## src/rtl/idss_pkg.sv

```systemverilog
// Shared types and codes for the id stack with search and remove.
package idss_pkg;

  typedef enum logic [1:0] {
    ACT_PUSH   = 2'd0,
    ACT_POP    = 2'd1,
    ACT_SEARCH = 2'd2,
    ACT_REMOVE = 2'd3
  } action_t;

  typedef enum logic [3:0] {
    S_IDLE  = 4'b0001,
    S_POP   = 4'b0010,
    S_SCAN  = 4'b0100,
    S_SHIFT = 4'b1000
  } state_t;

endpackage

```

## src/rtl/idss_ram.sv

```systemverilog
// Generic single-write, single-read RAM with registered read data.
module idss_ram #(
  parameter int WIDTH = 16,
  parameter int DEPTH = 64,
  localparam int ADDR_W = (DEPTH > 1) ? $clog2(DEPTH) : 1
) (
  input  logic              clk,
  input  logic              we,
  input  logic [ADDR_W-1:0] waddr,
  input  logic [WIDTH-1:0]  wdata,
  input  logic [ADDR_W-1:0] raddr,
  output logic [WIDTH-1:0]  rdata
);

  logic [WIDTH-1:0] mem [DEPTH];
  logic [WIDTH-1:0] rdata_r;

  always_ff @(posedge clk) begin
    if (we) begin
      mem[waddr] <= wdata;
    end
    rdata_r <= mem[raddr];
  end

  assign rdata = rdata_r;

endmodule

```

## src/rtl/id_stack_with_search_and_remove_top.sv

```systemverilog
// Top level: id stack sequencer around one shared RAM and one id comparator.
//
// A request is taken when start is high and busy is low; its result appears
// for exactly one cycle with out_valid high, and must be taken then. Push
// leaves busy low, so a new request can follow at once. Any request on an
// empty store also answers without going busy. Pop goes busy for one RAM
// read. Search walks the held entries bottom up, one per cycle, until the id
// is found or the top entry has been checked. Remove takes the same walk to
// the first match and then moves every entry above it down one place, one
// per cycle. The single read port of the entry RAM is shared by pop, the
// search walk and the shift. There is no clearing pass after reset: only
// entries below the count are ever used.
module id_stack_with_search_and_remove_top
  import idss_pkg::*;
#(
  parameter int DEPTH   = 64,
  parameter int ID_BITS = 16,
  localparam int CNT_W  = $clog2(DEPTH + 1),
  localparam int ADDR_W = $clog2(DEPTH)
) (
  input  logic               clk,
  input  logic               rst_n,
  input  logic               start,
  output logic               busy,
  input  logic [1:0]         in_action,
  input  logic [ID_BITS-1:0] in_vertex_id,
  output logic               out_valid,
  output logic               out_ok,
  output logic               out_found,
  output logic [ID_BITS-1:0] out_popped_id,
  output logic               out_is_empty,
  output logic [CNT_W-1:0]   out_entry_count
);

  state_t              state_r, state_nxt;
  logic [CNT_W-1:0]    count_r, count_nxt;
  logic [ID_BITS-1:0]  key_r, key_nxt;
  logic                op_rm_r, op_rm_nxt;
  logic [CNT_W-1:0]    scan_r, scan_nxt;
  logic [CNT_W-1:0]    chk_r, chk_nxt;
  logic                chk_v_r, chk_v_nxt;
  logic [CNT_W-1:0]    src_r, src_nxt;
  logic [ADDR_W-1:0]   wr_a_r, wr_a_nxt;
  logic                wr_v_r, wr_v_nxt;

  logic                out_valid_r, out_valid_nxt;
  logic                out_ok_r;
  logic                out_found_r;
  logic [ID_BITS-1:0]  out_popped_id_r;
  logic                out_is_empty_r;
  logic [CNT_W-1:0]    out_entry_count_r;

  logic                ram_we;
  logic [ADDR_W-1:0]   ram_waddr;
  logic [ID_BITS-1:0]  ram_wdata;
  logic [ADDR_W-1:0]   ram_raddr;
  logic [ID_BITS-1:0]  ram_rdata;

  logic [CNT_W-1:0]    cnt_m1;
  logic [CNT_W-1:0]    src_m1;
  logic                hit;
  logic                last;
  logic                fin;
  logic                res_ok;
  logic                res_found;
  logic [ID_BITS-1:0]  res_pop;

  idss_ram #(
    .WIDTH (ID_BITS),
    .DEPTH (DEPTH)
  ) u_ram (
    .clk   (clk),
    .we    (ram_we),
    .waddr (ram_waddr),
    .wdata (ram_wdata),
    .raddr (ram_raddr),
    .rdata (ram_rdata)
  );

  assign cnt_m1 = count_r - CNT_W'(1);
  assign src_m1 = src_r - CNT_W'(1);
  // shared comparator: word on the read port against the key, walk end check
  assign hit    = chk_v_r && (ram_rdata == key_r);
  assign last   = chk_v_r && (chk_r == cnt_m1);

  always_comb begin
    state_nxt = state_r;
    count_nxt = count_r;
    key_nxt   = key_r;
    op_rm_nxt = op_rm_r;
    scan_nxt  = scan_r;
    chk_nxt   = chk_r;
    chk_v_nxt = chk_v_r;
    src_nxt   = src_r;
    wr_a_nxt  = wr_a_r;
    wr_v_nxt  = wr_v_r;
    ram_we    = 1'b0;
    ram_waddr = count_r[ADDR_W-1:0];
    ram_wdata = in_vertex_id;
    ram_raddr = scan_r[ADDR_W-1:0];
    fin       = 1'b0;
    res_ok    = 1'b0;
    res_found = 1'b0;
    res_pop   = '0;

    case (state_r)
      S_IDLE: begin
        if (start) begin
          key_nxt = in_vertex_id;
          case (in_action)
            ACT_PUSH: begin
              fin = 1'b1;
              if (count_r != CNT_W'(DEPTH)) begin
                ram_we    = 1'b1;
                count_nxt = count_r + CNT_W'(1);
                res_ok    = 1'b1;
              end
            end
            ACT_POP: begin
              if (count_r != '0) begin
                ram_raddr = cnt_m1[ADDR_W-1:0];
                state_nxt = S_POP;
              end else begin
                fin = 1'b1;
              end
            end
            ACT_SEARCH, ACT_REMOVE: begin
              op_rm_nxt = (in_action == ACT_REMOVE);
              if (count_r == '0) begin
                fin = 1'b1;
              end else begin
                scan_nxt  = '0;
                chk_v_nxt = 1'b0;
                state_nxt = S_SCAN;
              end
            end
            default: begin
              fin = 1'b1;
            end
          endcase
        end
      end

      S_POP: begin
        res_ok    = 1'b1;
        res_pop   = ram_rdata;
        count_nxt = cnt_m1;
        fin       = 1'b1;
        state_nxt = S_IDLE;
      end

      S_SCAN: begin
        if (hit) begin
          if (op_rm_r) begin
            // first match found: pull the entries above it down
            src_nxt   = chk_r + CNT_W'(1);
            wr_v_nxt  = 1'b0;
            state_nxt = S_SHIFT;
          end else begin
            res_found = 1'b1;
            fin       = 1'b1;
            state_nxt = S_IDLE;
          end
        end else if (last) begin
          fin       = 1'b1;
          state_nxt = S_IDLE;
        end else begin
          scan_nxt  = scan_r + CNT_W'(1);
          chk_nxt   = scan_r;
          chk_v_nxt = 1'b1;
        end
      end

      S_SHIFT: begin
        ram_raddr = src_r[ADDR_W-1:0];
        if (wr_v_r) begin
          ram_we    = 1'b1;
          ram_waddr = wr_a_r;
          ram_wdata = ram_rdata;
        end
        if (src_r < count_r) begin
          wr_a_nxt = src_m1[ADDR_W-1:0];
          wr_v_nxt = 1'b1;
          src_nxt  = src_r + CNT_W'(1);
        end else begin
          wr_v_nxt = 1'b0;
          // finish once the last pending word has been written back
          if (!wr_v_r) begin
            count_nxt = cnt_m1;
            res_ok    = 1'b1;
            res_found = 1'b1;
            fin       = 1'b1;
            state_nxt = S_IDLE;
          end
        end
      end

      default: begin
        state_nxt = S_IDLE;
      end
    endcase

    out_valid_nxt = fin;
  end

  always_ff @(posedge clk) begin
    if (!rst_n) begin
      state_r     <= S_IDLE;
      count_r     <= '0;
      chk_v_r     <= 1'b0;
      wr_v_r      <= 1'b0;
      out_valid_r <= 1'b0;
    end else begin
      state_r     <= state_nxt;
      count_r     <= count_nxt;
      chk_v_r     <= chk_v_nxt;
      wr_v_r      <= wr_v_nxt;
      out_valid_r <= out_valid_nxt;
    end
  end

  always_ff @(posedge clk) begin
    key_r   <= key_nxt;
    op_rm_r <= op_rm_nxt;
    scan_r  <= scan_nxt;
    chk_r   <= chk_nxt;
    src_r   <= src_nxt;
    wr_a_r  <= wr_a_nxt;
    if (fin) begin
      out_ok_r          <= res_ok;
      out_found_r       <= res_found;
      out_popped_id_r   <= res_pop;
      out_is_empty_r    <= (count_nxt == '0);
      out_entry_count_r <= count_nxt;
    end
  end

  assign busy            = (state_r != S_IDLE);
  assign out_valid       = out_valid_r;
  assign out_ok          = out_ok_r;
  assign out_found       = out_found_r;
  assign out_popped_id   = out_popped_id_r;
  assign out_is_empty    = out_is_empty_r;
  assign out_entry_count = out_entry_count_r;

endmodule

```

## config.mk

```make
export PLATFORM = sky130hd
export DESIGN_NAME = id_stack_with_search_and_remove_top
export DESIGN_NICKNAME = d
export VERILOG_FILES = /design/src/rtl/idss_pkg.sv /design/src/rtl/idss_ram.sv /design/src/rtl/id_stack_with_search_and_remove_top.sv
export SDC_FILE = /design/constraint.sdc
export NUM_CORES = 1
export LEC_CHECK = 0
export BUFFER_PORTS_ARGS = -buffer_cell sky130_fd_sc_hd__buf_2
export CAP_MARGIN = 20
export CELL_PAD_IN_SITES_DETAIL_PLACEMENT = 0
export CELL_PAD_IN_SITES_GLOBAL_PLACEMENT = 1
export CORE_AREA = 2 2 291 293
export CTS_CLUSTER_SIZE = 10
export DETAILED_ROUTE_END_ITERATION = 16
export DIE_AREA = 0 0 293 295
export PLACE_DENSITY = 0.83
export SLEW_MARGIN = 20
export SYNTH_ARGS = -nofsm -noshare
export SYNTH_HDL_FRONTEND = slang
export SYNTH_SLANG_ARGS = --single-unit
export TNS_END_PERCENT = 1
```

## constraint.sdc

```tcl
create_clock -name clk -period 9.75 [get_ports clk]
set_clock_uncertainty 0.15 [all_clocks]
set_input_delay 0 -clock clk [delete_from_list [all_inputs] [get_ports clk]]
set_output_delay 0 -clock clk [all_outputs]
set_load 0.02 [all_outputs]
```

# Word level (Yosys, flattened, before mapping)
# Memories as Yosys holds them, arrays and structs flattened. A register that Yosys moved wholly into a read port is not among the register bits.
# Cells that the tools add are included.
# op_classes
n_addsub	6
order_cmp	1
n_eq_ne	25
mux	64
bitwise_logic	2
reduce_logical	17
# ops
operator	count
2-to-1 mux 7 bit	13
2-to-1 mux 16 bit	2
2-to-1 mux 4 bit	8
2-to-1 mux 6 bit	5
adder 7 x 1 -> 7 bit, second input constant	4
one-hot mux 7 bit (2 select lines)	2
2-to-1 mux 1 bit	23
one-hot mux 7 bit (3 select lines)	1
!= test 2 bit, second input constant	9
== test 16 bit	1
zero test 7 bit	2
one-hot mux 4 bit (3 select lines)	1
one-hot mux 6 bit (2 select lines)	1
!= test 3 bit, second input constant	3
AND reduction 3 bit	3
one-hot mux 1 bit (2 select lines)	4
one-hot mux 4 bit (2 select lines)	1
== test 7 bit	1
less-than comparator 7 bit	1
!= test 7 bit, second input constant	1
AND reduction 7 bit	1
nonzero test 7 bit	1
subtractor 7 x 1 -> 7 bit, second input constant	1
one-hot mux 1 bit (3 select lines)	2
19 further kinds	24
# totals
register_bits	84
ram_bits	1024
input_bits	21
out_inout_bits	28
word_cells	132
mem_count	1
# mem_list
memory	words	word_bits	rd	rd_clocked_by_memory_dff	wr	line_no	source
u_ram.mem	64	16	1	1	1	idss_ram.sv:15	logic [WIDTH-1:0] mem [DEPTH];

# Depth between registers and ports, before layout
# depth
depth_word	7
ltp_mapped	15
ltp_nobuf	11

# Modules after synthesis
# A second synthesis with hierarchy kept.
# unflattened
hier_cells	2240
hier_area_um2	44639.1
# modules_own_cells
module	n_inst	cells_each	area_per_inst_um2	seq_area_each_um2
idss_ram	1	1831	40024.6	31069.8
id_stack_with_search_and_remove_top	1	409	4614.4	2382.3

# Least setup slack after synthesis
# No wires, ideal clock.
# synth_path
path_kind	register to register
from	register state_r[3]
to	memory u_ram.mem[0][0] (enable)
setup_ps	388
t_arrival_ps	3222
required_ps	9212
setup_slack_ps	5990
path_stages_with_launch	9
n_path_buf	3
period_less_slack_ps	3760
path_cell_list	dfxtp_1 > nor4b_2 > clkbuf_1 > nand2_1 > clkbuf_1 > clkbuf_1 > o31ai_1 > nand2_1 > nor2_1
# synth_between
elab_chain_cells	4
elab_cells_between_ends	6
classes_between	eq/ne (2); mux (4)
# synth_lines
element	line_no	source
start: declaration	id_stack_with_search_and_remove_top.sv:35	state_t state_r, state_nxt;
start signal: assignment	id_stack_with_search_and_remove_top.sv:214	state_r <= state_nxt;
== test 4 bit / == test 4 x 1 -> 1 bit (equally long branches)	id_stack_with_search_and_remove_top.sv:106	case (state_r)
one-hot mux 1 bit (2 select lines)	id_stack_with_search_and_remove_top.sv:106	
2-to-1 mux 1 bit	idss_ram.sv:19	if (we) begin
2-to-1 mux 1 bit (not written as such)	idss_ram.sv:20	mem[waddr] <= wdata;
end: declaration	idss_ram.sv:15	
# Parallel ways exist; a longest one is shown, timed or not.

# Final worst setup path
# layout_path
from	register state_r[0]
to	register u_ram.rdata_r[5], in the netlist u_ram.rdata[5], read port of u_ram.mem
# layout_between
elab_chain_cells	2
elab_cells_between_ends	3
classes_between	eq/ne (2); mux (1)
# layout_lines
element	line_no	source
== test 4 bit / == test 4 x 1 -> 1 bit (equally long branches)	id_stack_with_search_and_remove_top.sv:106	
one-hot mux 6 bit (2 select lines) *	id_stack_with_search_and_remove_top.sv:106	
end: declaration	idss_ram.sv:16	logic [WIDTH-1:0] rdata_r;
# Mark *: on every way between the ends. The rest lies on a longest branch, timed or not.
# A chain may end at the register's enable or synchronous reset.

==> results.toml <==
[sta]
final_max_slew_viol_count = 0
rsz0062_at_grt = "false"
finalCriticalPeriod_ns = 6.01
hold_viol = 0
finalCritPeriodShare_pct = 61.7
tns_ns = 0
relSlewSlack_pct = 23.3
fmax_ghz = 0.166
setup_viol = 0
tightest_slew_ns = 1.15

[die]
fp.dieArea_um2 = 86400
die_height_um = 295
ios = 49
rows = 106
start_util_pct = 54.6
dieWidth_um = 293
core_um2 = 83200

[setup_path]
r2r_setup_slack_ns = 3.74
worstRegToRegCells = 13
crit_type = "reg -> reg"
crit_required_ns = 10.25
rr_endpoint = "u_ram.rdata[5]"
critical_path.max_fanout = 172
critPathLaunchType = "flop"
worstPathArrival_ns = 6.51
timing.rr.start = "state_r[0]"
cp-end-kind = "flop"

[synthesis]
async_flop_share_pct = 0
synth-seq-area-share_pct = 73.7
synth_enable_flop_cells = 1094
synth_fa_ha_area_share_pct = 0.331
yosys-top-cells-area = "edfxtp_1 72%, nand2_1 6.4%, nand3_1 2.9%"
synth-compound-area-share_pct = 6.77
synth.most_common_cell = "edfxtp_1"
synth_top_family_by_area = "simple AND/OR/NAND/NOR gates"
yosys.area_share.simple_pct = 13.7
synthCells = 3288
synth-seq-cells = 1124
synth_top_flop_cell = "edfxtp_1"
syn_nets = 3321
synthXorXnorAreaFrac_pct = 0.869
yosysWarnings = 0
synth_cell_type_count = 69
synth_top_cell_area_share_pct = 72.4
netlist_top_cells_count = "1094 x edfxtp_1, 771 x nand2_1, 260 x nand3_1"
avgSynthCellArea_um2 = 13.8
syn_area_um2 = 45400
synth.largest_area_cell = "edfxtp_1"
synth_mux_area_share_pct = 2.30

[global_route]
overflow = 0
grt_pass1_wl_um = 183000
grt_usage_pct = 28.9
grt_max_degree = 173
antenna_found_initial = 4
first_global_vias = 28073

[drt]
wire_per_inst_um = 27.5
ant_nets = 0
drc = 0
vias = 29191
vias_per_cell = 6.39
drt-initial-drc-count = 4310
dr.pass1.iters = 7
wl_um = 125000

[final_layout]
nets = 3451
fillers = 6026
multi_input_area_um2 = 11000
stdcell_area_um2 = 51100
final_cells = 4566
regArea_um2 = 33500
diodes = 0
syn2layout_area_growth_pct = 12.5
drive_gt1_share_pct = 10.6

[hold_path]
holdCritPathClass = "in -> reg"
min_path_cells = 3
min_to = "chk_v_r"
worstHoldStart = "rst_n"

[clock_network]
insertion_delay_ns = 0.73
cts_tree = "done"
cts_buffers = 131
cts_htree_levels = 4
clock-sinks = 1124
postCtsResizedCells = 0
clk_pin_slew_ns = 0.06
root_buffer = "clkbuf_16"
clk_path_buf_depth = 3

[placed_design]
place_area_um2 = 46900
dp_hpwl_um = 70000
port_buffers = 48
place_congestion = 0.908
dp.cells = 4325

[power_and_ir_drop]
ir_worst_vdd_mv = 0.174
powerDensity_nw_per_um2 = 233
p_leak_nw = 17.3

[job]
cap_violations = 0

[status]
status = "completed"
[timing repair]
item | CTS | global route
setup endpoints to repair | 0 | 0
hold endpoints to repair | 89 | 0
setup buffers | 0 | 0
hold buffers | 39 | 0
[sequential cells by signal, indices dropped and copies added, names as in the netlist]
| signal | count |
|---|---|
| out_ok | 1 |
| wr_v_r | 1 |
| out_is_empty | 1 |
| key_r | 16 |
| scan_r | 7 |
| op_rm_r | 1 |
| src_r | 7 |
| u_ram.rdata | 16 |
| chk_r | 7 |
| out_popped_id | 16 |
| chk_v_r | 1 |
| out_found | 1 |
| out_valid | 1 |
| count_r | 7 |
| state_r | 4 |
| wr_a_r | 6 |
| u_ram.mem | 1024 |
| out_entry_count | 7 |
[logic make-up (layout without fill, tap and decap cells)]
family          Yosys count  after routing
mux                     102            102
simple gates           1373           1373
compound gates          412            412
xor+xnor                 45             45
fa+ha+maj                12             12
buf+inv                 220            418
flops                  1124           1124
[where the power goes]
group / switching, mW / total [mW] / internal (mW) / leakage [nW]
combinational: 1.38 / 1.95 / 0.571 / 5.36
sequential: 0.150 / 5.60 / 5.45 / 10.1
clock: 1.82 / 4.34 / 2.52 / 1.78
[cell usage in the layout, fill, tap and decap left out, types with 20 or more instances in the layout]
master / n
a31oi_1: 69
dlygate4sd3_1: 39
a211oi_1: 50
buf_2: 48
nor2_1: 82
edfxtp_1: 1094
and2_1: 27
a32oi_1: 46
and3_1: 75
a311oi_1: 34
buf_4: 106
nand3_1: 260
xnor2_1: 27
mux2i_1: 85
a21oi_1: 75
dfxtp_1: 30
nand2b_1: 20
clkbuf_1: 54
nand2_1: 771
nand4_1: 65
clkbuf_16: 134
[metal layers]
layer  global-route usage [%]  vias to the layer above  wire (µm)
li1                         -                    12648          -
met1                     40.9                    14472      48400
met2                     44.6                     1843      57600
met3                     6.42                      226      15700
met4                     10.1                        2       3720
met5                        0                        -         13
[area by class of cell]
cell class                 count  area share (%)
clock buffer                 188            6.96
clock inverter                13           0.294
inverter                      20           0.152
multi-input combinational   1944            21.5
sequential                  1124            65.5
tap                         1080            2.65
timing repair buffer         197            2.95
[worst max-delay path by stage]
stage / cells after the start / start / endpoint
2_1_floorplan: 8 / state_r[3] / u_ram.mem[0][0]
3_3_place_gp: 12 / state_r[3] / u_ram.rdata[3]
3_5_place_dp: 12 / state_r[0] / u_ram.rdata[0]
4_1_cts: 12 / state_r[0] / u_ram.rdata[0]
5_1_grt: 13 / state_r[0] / u_ram.rdata[5]
6_report: 13 / state_r[0] / u_ram.rdata[5]
[critical path: stages, from the launching register on]
cell and delay [ns]:
dfxtp_1 0.43, nor4b_4 0.62, inv_4 0.12, a311oi_4 0.60, a31oi_4 0.15, buf_4 0.36
nand2_8 0.79, buf_12 0.66, buf_4 0.61, nand2_1 0.12, a31oi_1 0.24, nand4_1 0.32
nand4_1 0.28, and3_1 0.20
[metrics by stage]
stage | utilization [%] | total power [mW] | hold WS (ns) | worst slack, ns
4_1_cts | 61.4 | 11.9 | 0.0517 | 3.81
6_report | 61.4 | 11.9 | 0.0923 | 3.74
3_5_place_dp | 56.4 | 7.58 | 0.0494 | 3.85
5_1_grt | 61.4 | 12.2 | 0.0850 | 3.57
3_3_place_gp | 56.4 | 7.55 | 0.0467 | 4.03
2_1_floorplan | - | 6.88 | -0.0707 | 5.99
No activity file was read; power rests on OpenSTA's default activity.
